[config.mk]
export PLATFORM = sky130hd
export DESIGN_NAME = gradient_ramp_runs
export DESIGN_NICKNAME = d
export VERILOG_FILES = /design/src/sv/grr_pkg.sv /design/src/sv/gradient_ramp_runs.sv /design/src/sv/grr_div.sv
export SDC_FILE = /design/constraint.sdc
export NUM_CORES = 1
export LEC_CHECK = 0
export BUFFER_PORTS_ARGS = -buffer_cell sky130_fd_sc_hd__buf_2
export CORE_MARGIN = 1
export CORE_UTILIZATION = 42
export DETAILED_ROUTE_END_ITERATION = 10
export REMOVE_ABC_BUFFERS = 1
export SYNTH_ARGS = -nofsm -noshare
export SYNTH_HDL_FRONTEND = slang
export SYNTH_HIERARCHICAL = 1
export SYNTH_SLANG_ARGS = --single-unit
[constraint.sdc]
create_clock -name i_clk -period 7.74 [get_ports i_clk]
set_input_delay 1.161 -clock i_clk [delete_from_list [all_inputs] [get_ports i_clk]]
set_output_delay 1.161 -clock i_clk [all_outputs]
set_load 0.03 [all_outputs]
[src/sv/grr_pkg.sv]
`default_nettype none

package grr_pkg;

    localparam int MAX_RAMP = 64;
    localparam int IDX_W    = $clog2(MAX_RAMP);
    localparam int LEN_W    = 7;
    localparam int POS_W    = 17;
    localparam int FRAC_W   = 16;
    localparam int COL_W    = 32;
    localparam int CH_W     = 8;
    localparam int NUM_CH   = COL_W / CH_W;
    localparam int CH_SEL_W = $clog2(NUM_CH);
    localparam int NUM_W    = CH_W + IDX_W;
    localparam int PROD_W   = POS_W + IDX_W + 1;
    localparam int STEP_W   = $clog2(CH_W);

    typedef logic [IDX_W-1:0]  t_idx;
    typedef logic [LEN_W-1:0]  t_len;
    typedef logic [POS_W-1:0]  t_pos;
    typedef logic [COL_W-1:0]  t_col;
    typedef logic [CH_W-1:0]   t_ch;
    typedef logic [NUM_W-1:0]  t_num;
    typedef logic [PROD_W-1:0] t_prod;

    localparam t_pos POS_ONE   = t_pos'(1 << FRAC_W);
    localparam t_len LEN_RESET = t_len'(64);
    localparam t_len LEN_MAX   = t_len'(MAX_RAMP);
    localparam t_len LEN_MIN   = t_len'(1);
    localparam t_prod HALF     = t_prod'(1 << (FRAC_W - 1));

    typedef struct packed {
        logic start;
        t_num num;
        t_idx den;
    } t_div_req;

    typedef struct packed {
        logic done;
        t_ch  quot;
    } t_div_rsp;

endpackage

`default_nettype wire

[src/sv/gradient_ramp_runs.sv]
// channel  direction  handshake                     payload
// stop     in         i_stop_valid / o_stop_ready   i_stop_position, i_stop_color, i_first_stop
// pixel    out        o_pixel_valid / i_pixel_ready o_pixel_index, o_pixel_color, o_last_of_run
// cfg      in         i_cfg_we                      i_cfg_data (ramp_length)
//
// A stop passes through the S_IDX and S_DECIDE setup states, then emits one pixel per cycle
// of a flat run (first stop, or an index not above the previous one) while the output is not
// stalled. Each interpolated pixel passes its four channels one at a time through the shared
// 8x6 multiplier and the 8-step restoring divider. One stop is in flight at a time.
// Reset is synchronous, active low; ramp_length returns to 64, previous stop to zero.
// A stalled pixel word holds in the output register and stalls the sequencer.
`default_nettype none

module gradient_ramp_runs (
    input  wire logic                  i_clk,
    input  wire logic                  i_rst_n,
    input  wire logic                  i_stop_valid,
    output logic                       o_stop_ready,
    input  wire grr_pkg::t_pos         i_stop_position,
    input  wire grr_pkg::t_col         i_stop_color,
    input  wire logic                  i_first_stop,
    output logic                       o_pixel_valid,
    input  wire logic                  i_pixel_ready,
    output grr_pkg::t_idx              o_pixel_index,
    output grr_pkg::t_col              o_pixel_color,
    output logic                       o_last_of_run,
    input  wire logic                  i_cfg_we,
    input  wire grr_pkg::t_len         i_cfg_data
);

    typedef enum logic [2:0] {
        S_IDLE,
        S_IDX,
        S_DECIDE,
        S_MUL_A,
        S_MUL_B,
        S_DIV_WAIT,
        S_EMIT
    } t_state;

    t_state                          r_state, n_state;
    grr_pkg::t_pos                   r_pos, n_pos;
    grr_pkg::t_col                   r_col, n_col;
    logic                            r_first, n_first;
    grr_pkg::t_idx                   r_idx, n_idx;
    grr_pkg::t_idx                   r_prev_idx, n_prev_idx;
    grr_pkg::t_col                   r_prev_col, n_prev_col;
    grr_pkg::t_idx                   r_x, n_x;
    grr_pkg::t_idx                   r_d, n_d;
    logic                            r_flat, n_flat;
    logic [grr_pkg::CH_SEL_W-1:0]    r_ch, n_ch;
    grr_pkg::t_num                   r_num, n_num;
    grr_pkg::t_col                   r_mix, n_mix;
    grr_pkg::t_len                   r_len;
    logic                            r_out_valid, n_out_valid;
    grr_pkg::t_idx                   r_out_index, n_out_index;
    grr_pkg::t_col                   r_out_color, n_out_color;
    logic                            r_out_last, n_out_last;

    grr_pkg::t_len                   w_eff;
    grr_pkg::t_idx                   wm1;
    grr_pkg::t_prod                  idx_sum;
    logic [grr_pkg::PROD_W-grr_pkg::FRAC_W-1:0] idx_raw;
    grr_pkg::t_idx                   idx_calc;
    grr_pkg::t_idx                   t_off;
    grr_pkg::t_ch                    mul_byte;
    grr_pkg::t_idx                   mul_fac;
    grr_pkg::t_num                   mul_prod;
    grr_pkg::t_div_req               div_req;
    grr_pkg::t_div_rsp               div_rsp;
    logic                            out_free;
    logic                            at_end;

    grr_div u_div (
        .i_clk   (i_clk),
        .i_rst_n (i_rst_n),
        .i_req   (div_req),
        .o_rsp   (div_rsp)
    );

    always_comb begin
        if (r_len == '0) begin
            w_eff = grr_pkg::LEN_MIN;
        end else if (r_len > grr_pkg::LEN_MAX) begin
            w_eff = grr_pkg::LEN_MAX;
        end else begin
            w_eff = r_len;
        end
    end

    assign wm1      = grr_pkg::IDX_W'(w_eff - grr_pkg::LEN_MIN);
    assign idx_sum  = grr_pkg::t_prod'(r_pos) * grr_pkg::t_prod'(wm1) + grr_pkg::HALF;
    assign idx_raw  = idx_sum[grr_pkg::PROD_W-1:grr_pkg::FRAC_W];
    assign idx_calc = (idx_raw > $bits(idx_raw)'(wm1)) ? wm1 : grr_pkg::IDX_W'(idx_raw);

    assign t_off    = r_x - r_prev_idx;
    assign mul_byte = (r_state == S_MUL_A) ? r_prev_col[r_ch*grr_pkg::CH_W +: grr_pkg::CH_W]
                                           : r_col[r_ch*grr_pkg::CH_W +: grr_pkg::CH_W];
    assign mul_fac  = (r_state == S_MUL_A) ? (r_d - t_off) : t_off;
    assign mul_prod = grr_pkg::t_num'(mul_byte) * grr_pkg::t_num'(mul_fac);

    assign div_req.start = (r_state == S_MUL_B);
    assign div_req.num   = r_num + mul_prod;
    assign div_req.den   = r_d;

    assign out_free = !r_out_valid || i_pixel_ready;
    assign at_end   = (r_x == r_idx);

    always_comb begin
        n_state     = r_state;
        n_pos       = r_pos;
        n_col       = r_col;
        n_first     = r_first;
        n_idx       = r_idx;
        n_prev_idx  = r_prev_idx;
        n_prev_col  = r_prev_col;
        n_x         = r_x;
        n_d         = r_d;
        n_flat      = r_flat;
        n_ch        = r_ch;
        n_num       = r_num;
        n_mix       = r_mix;
        n_out_valid = r_out_valid && !i_pixel_ready;
        n_out_index = r_out_index;
        n_out_color = r_out_color;
        n_out_last  = r_out_last;

        case (r_state)
            S_IDLE: begin
                if (i_stop_valid) begin
                    n_pos   = (i_stop_position > grr_pkg::POS_ONE) ? grr_pkg::POS_ONE
                                                                   : i_stop_position;
                    n_col   = i_stop_color;
                    n_first = i_first_stop;
                    n_state = S_IDX;
                end
            end
            S_IDX: begin
                n_idx   = idx_calc;
                n_state = S_DECIDE;
            end
            S_DECIDE: begin
                n_ch = '0;
                if (r_first) begin
                    n_x     = '0;
                    n_flat  = 1'b1;
                    n_state = S_EMIT;
                end else if (r_idx <= r_prev_idx) begin
                    n_x     = r_idx;
                    n_flat  = 1'b1;
                    n_state = S_EMIT;
                end else begin
                    n_d     = r_idx - r_prev_idx;
                    n_x     = r_prev_idx + 1'b1;
                    n_flat  = 1'b0;
                    n_state = (r_prev_idx + 1'b1 == r_idx) ? S_EMIT : S_MUL_A;
                end
            end
            S_MUL_A: begin
                n_num   = mul_prod;
                n_state = S_MUL_B;
            end
            S_MUL_B: begin
                n_state = S_DIV_WAIT;
            end
            S_DIV_WAIT: begin
                if (div_rsp.done) begin
                    n_mix[r_ch*grr_pkg::CH_W +: grr_pkg::CH_W] = div_rsp.quot;
                    n_ch = r_ch + 1'b1;
                    if (r_ch == grr_pkg::CH_SEL_W'(grr_pkg::NUM_CH - 1)) begin
                        n_state = S_EMIT;
                    end else begin
                        n_state = S_MUL_A;
                    end
                end
            end
            S_EMIT: begin
                if (out_free) begin
                    n_out_valid = 1'b1;
                    n_out_index = r_x;
                    n_out_color = (r_flat || at_end) ? r_col : r_mix;
                    n_out_last  = at_end;
                    if (at_end) begin
                        n_prev_idx = r_idx;
                        n_prev_col = r_col;
                        n_state    = S_IDLE;
                    end else begin
                        n_x  = r_x + 1'b1;
                        n_ch = '0;
                        if (r_flat || (r_x + 1'b1 == r_idx)) begin
                            n_state = S_EMIT;
                        end else begin
                            n_state = S_MUL_A;
                        end
                    end
                end
            end
            default: begin
                n_state = S_IDLE;
            end
        endcase
    end

    always_ff @(posedge i_clk) begin
        if (!i_rst_n) begin
            r_state     <= S_IDLE;
            r_prev_idx  <= '0;
            r_prev_col  <= '0;
            r_len       <= grr_pkg::LEN_RESET;
            r_out_valid <= 1'b0;
        end else begin
            r_state     <= n_state;
            r_prev_idx  <= n_prev_idx;
            r_prev_col  <= n_prev_col;
            r_out_valid <= n_out_valid;
            if (i_cfg_we) begin
                r_len <= i_cfg_data;
            end
        end
    end

    always_ff @(posedge i_clk) begin
        r_pos       <= n_pos;
        r_col       <= n_col;
        r_first     <= n_first;
        r_idx       <= n_idx;
        r_x         <= n_x;
        r_d         <= n_d;
        r_flat      <= n_flat;
        r_ch        <= n_ch;
        r_num       <= n_num;
        r_mix       <= n_mix;
        r_out_index <= n_out_index;
        r_out_color <= n_out_color;
        r_out_last  <= n_out_last;
    end

    assign o_stop_ready  = (r_state == S_IDLE);
    assign o_pixel_valid = r_out_valid;
    assign o_pixel_index = r_out_index;
    assign o_pixel_color = r_out_color;
    assign o_last_of_run = r_out_last;

`ifndef SYNTHESIS
    a_x_in_run: assert property (@(posedge i_clk) disable iff (!i_rst_n)
        (r_state == S_EMIT) |-> (r_x <= r_idx))
        else $error("pixel position past stop index");
    a_mix_span: assert property (@(posedge i_clk) disable iff (!i_rst_n)
        (r_state == S_MUL_A) |-> (r_d != '0 && r_x > r_prev_idx && r_x < r_idx))
        else $error("interpolation outside the open span");
    a_div_done_waited: assert property (@(posedge i_clk) disable iff (!i_rst_n)
        div_rsp.done |-> (r_state == S_DIV_WAIT))
        else $error("quotient arrived outside the wait state");
    a_index_in_ramp: assert property (@(posedge i_clk) disable iff (!i_rst_n)
        o_pixel_valid |-> (o_pixel_index <= wm1))
        else $error("pixel index beyond ramp length");
`endif

endmodule

`default_nettype wire

[src/sv/grr_div.sv]
`default_nettype none

module grr_div (
    input  wire logic              i_clk,
    input  wire logic              i_rst_n,
    input  wire grr_pkg::t_div_req i_req,
    output grr_pkg::t_div_rsp      o_rsp
);

    logic                           r_busy;
    logic                           r_done;
    logic [grr_pkg::STEP_W-1:0]     r_cnt;
    grr_pkg::t_idx                  r_rem;
    grr_pkg::t_ch                   r_low;
    grr_pkg::t_ch                   r_quot;
    grr_pkg::t_idx                  r_den;

    logic [grr_pkg::IDX_W:0]        trial;
    logic [grr_pkg::IDX_W:0]        diff;
    logic                           ge;

    assign trial = {r_rem, r_low[grr_pkg::CH_W-1]};
    assign ge    = trial >= {1'b0, r_den};
    assign diff  = trial - {1'b0, r_den};

    always_ff @(posedge i_clk) begin
        if (!i_rst_n) begin
            r_busy <= 1'b0;
            r_done <= 1'b0;
            r_cnt  <= '0;
        end else begin
            r_done <= 1'b0;
            if (i_req.start) begin
                r_busy <= 1'b1;
                r_cnt  <= '0;
            end else if (r_busy) begin
                r_cnt <= r_cnt + 1'b1;
                if (r_cnt == grr_pkg::STEP_W'(grr_pkg::CH_W - 1)) begin
                    r_busy <= 1'b0;
                    r_done <= 1'b1;
                end
            end
        end
    end

    always_ff @(posedge i_clk) begin
        if (i_req.start) begin
            r_rem  <= i_req.num[grr_pkg::NUM_W-1:grr_pkg::CH_W];
            r_low  <= i_req.num[grr_pkg::CH_W-1:0];
            r_den  <= i_req.den;
            r_quot <= '0;
        end else if (r_busy) begin
            r_rem  <= ge ? diff[grr_pkg::IDX_W-1:0] : trial[grr_pkg::IDX_W-1:0];
            r_low  <= {r_low[grr_pkg::CH_W-2:0], 1'b0};
            r_quot <= {r_quot[grr_pkg::CH_W-2:0], ge};
        end
    end

    assign o_rsp.done = r_done;
    assign o_rsp.quot = r_quot;

`ifndef SYNTHESIS
    a_start_idle: assert property (@(posedge i_clk) disable iff (!i_rst_n)
        i_req.start |-> !r_busy)
        else $error("divider started while busy");
    a_done_after_busy: assert property (@(posedge i_clk) disable iff (!i_rst_n)
        r_done |-> $past(r_busy))
        else $error("divider done without a run");
    a_rem_below_den: assert property (@(posedge i_clk) disable iff (!i_rst_n)
        r_busy |-> r_rem < r_den)
        else $error("divider remainder out of range");
`endif

endmodule

`default_nettype wire
==> results.yml <==
status:
  outcome: "completed"
synth:
  syn_area_sq_um: 15800
  synth_cells: 1433
  synthFlopType: "edfxtp_1"
  async_flop_share: 0
  synth-seq-cells: 238
  ys_warn_count: 6
  syn_area_per_cell_sq_um: 11.0
  yosysSeqAreaShare: 0.413
  synth-edff-count: 176
  synth_cell_types: 67
worst_setup_path:
  cp-endpoint: "u_div/r_rem[4]"
  reg2reg_from: "r_x[0]"
  crit_type: "reg -> reg"
  cp_max_fo: 3
  crit_path_start: "r_x[0]"
  worstReg2RegEnd: "u_div/r_rem[4]"
  worstSetupStartpointType: "register"
  reg2reg_depth: 32
  r2r_setup_slack_ns: 0.45
  crit_required_ns: 8.06
  crit_path_max_incr_delay_ns: 0.55
  worst_setup_path_end_kind: "register"
  slowest_stage: "fa_1"
  cp_data_arrival_time_ns: 7.61
placement:
  place_inst: 1981
  preCtsSetupSlack_ns: -0.0258
  io_buffer_count: 102
  dp_hpwl_um: 25600
  gp_congestion: 0.890
clocking:
  clock-sinks: 238
  tritoncts: "built"
  h-tree-depth: 1
  clk_pin_slew_ns: 0.06
  numCtsBuffers: 27
  clk_latency_ns: 0.57
  clockRootBuffer: "clkbuf_16"
  clock_path_buffers: 3
sta:
  hold_viol_final: 0
  slew_headroom: 0.169
  setup_viol_count_final: 0
  fin_skew_ns: 0.0115
  worst_slew_pin_slew_ns: 1.24
  slew_violations: 0
  period_needed_ns: 7.29
  setup_ws_ns: 0.446
  rsz0062_at_grt: "yes"
  final.period_utilization: 0.942
  whs_ns: 0.455
  max_freq_mhz: 137
layout:
  diodes: 0
  drive_gt1_frac: 0.169
  nNetsFinal: 1818
  area_growth_pct: 13.0
  fin_cells: 2032
die:
  placementRows: 70
  num_io_pins: 103
  die_w_um: 196
  dieHeight_um: 196
  start_util: 0.430
  core_sq_um: 36800
  die_area_sq_um: 38400
global_routing:
  grt_max_degree: 42
  grt_use_total: 0.184
  grt_first_pass_wirelength_um: 56200
  first_global_vias: 10900
  grt_overflow: 0
  antenna_found_initial: 0
route:
  wirelength_um: 34300
  ant_nets: 0
  vias: 10500
  post_drt_wl_per_cell_um: 16.9
  drtIter0Drc: 437
  dr.pass1.iters: 4
  remaining_drc_errors: 0
  vias_per_cell: 5.18
run:
  cap_viol_max_count: 0
worst_hold_path:
  hold_path.class: "reg -> reg"
  min_from: "r_prev_col[29]"
==> cell type report <==
type / instances / area, sq um
sequential: 238 / 6530
clock buffer: 30 / 687
timing repair buffer: 124 / 676
fill: 3364 / 18900
inverter: 156 / 586
clock inverter: 20 / 235
tap: 468 / 586
multi-input combinational: 996 / 8560
==> Yosys cell counts (all sizes together) (33+ instances only) <==
cell type  instances  area [sq um]
nor2              73           277
mux2              47           544
nand2            143           537
fa                90          1800
clkbuf            40           150
inv              155           582
dfxtp             62          1240
xnor2             40           350
a21oi             79           395
ha               123          1540
nand2b            43           277
mux2i             33           334
edfxtp           176          5290
and2              82           513
==> critical path: cells and delay by family (launching register included) <==
family / cells / cell delay, ns
adder cells (fa/ha/maj): 8 / 3.13
XOR/XNOR: 4 / 0.61
flip-flops: 1 / 0.38
AO/OA/AOI/OAI: 11 / 1.76
buffers and inverters: 4 / 0.22
AND/OR/NAND/NOR: 5 / 0.92
==> worst min path at each step <==
stage / endpoint / slack [ns] / depth (start not counted)
floorplan: u_div/r_den[0] / 0.43 / 0
global placement: r_prev_col[12] / 0.44 / 2
detailed placement: r_prev_col[9] / 0.45 / 2
CTS: r_prev_col[9] / 0.46 / 2
global route: r_prev_col[13] / 0.47 / 2
finish: r_prev_col[29] / 0.45 / 2
==> cells in the final DEF (no fill, tap or decap), drive strengths merged, types with 4 or more instances in the layout <==
cell / netlist / routed
ha: 123 / 123
nor4: 6 / 6
mux2i: 33 / 33
nand2: 143 / 143
xor2: 25 / 25
fa: 90 / 90
a211o: 4 / 4
clkinvlp: 0 / 5
o21bai: 4 / 4
mux2: 47 / 47
nand3: 10 / 10
nor2: 73 / 73
clkinv: 1 / 8
a31oi: 4 / 4
xnor2: 40 / 40
clkbuf: 40 / 30
edfxtp: 176 / 176
or2: 13 / 13
mux4: 16 / 16
o22ai: 8 / 8
nand2b: 43 / 43
nor3b: 6 / 6
dfxtp: 62 / 62
nor2b: 31 / 31
bufinv: 0 / 4
nor3: 14 / 14
buf: 3 / 124
inv: 155 / 159
o21ai: 28 / 28
a21o: 23 / 23
nand4: 5 / 5
and3: 9 / 9
and2: 82 / 82
o21a: 7 / 7
a21oi: 79 / 79
==> registers in the layout, indices dropped and copies added, names as in the netlist, 7 cells and up <==
signal and count:
o_pixel_color 32, r_pos 17, u_div/r_quot 8, r_num 14, u_div/r_low 8, r_prev_col 32
r_len 7, r_mix 32, r_col 32
==> cells by family (layout without fill, tap and decap cells) <==
logic type | after synthesis | count (layout) | synth area share
compound gates | 179 | 179 | 0.0711
xor+xnor | 66 | 66 | 0.0375
fa+ha+maj | 213 | 213 | 0.211
buf+inv | 199 | 330 | 0.0476
flops | 238 | 238 | 0.413
mux | 96 | 96 | 0.0784
simple gates | 442 | 442 | 0.141
==> layer usage <==
layer,global-route usage,wire (um),vias to the layer above
li1,-,-,5109
met1,0.243,15600,5175
met2,0.318,16700,196
met3,0.0249,1210,49
met4,0.0463,797,0
met5,0,0,-
==> repair_timing <==
action / in CTS / in global routing
setup endpoints to repair: 1 / 10
cloned: 0 / 0
setup buffers: 0 / 1
pin swaps: 0 / 4
gates resized for setup: 1 / 12
hold buffers: 0 / 0
==> through the flow <==
stage	TNS, ns	utilization	area, sq um
6_report	0	0.486	17900
3_5_place_dp	-0.0258	0.460	16900
5_1_grt	-0.0557	0.486	17900
3_3_place_gp	0	0.460	16900
4_1_cts	0	0.485	17800
2_1_floorplan	0	-	15600
Power is left out: the tool's default activity adds up to more than one toggle a clock period on the data nets, which glitch-free logic cannot reach.
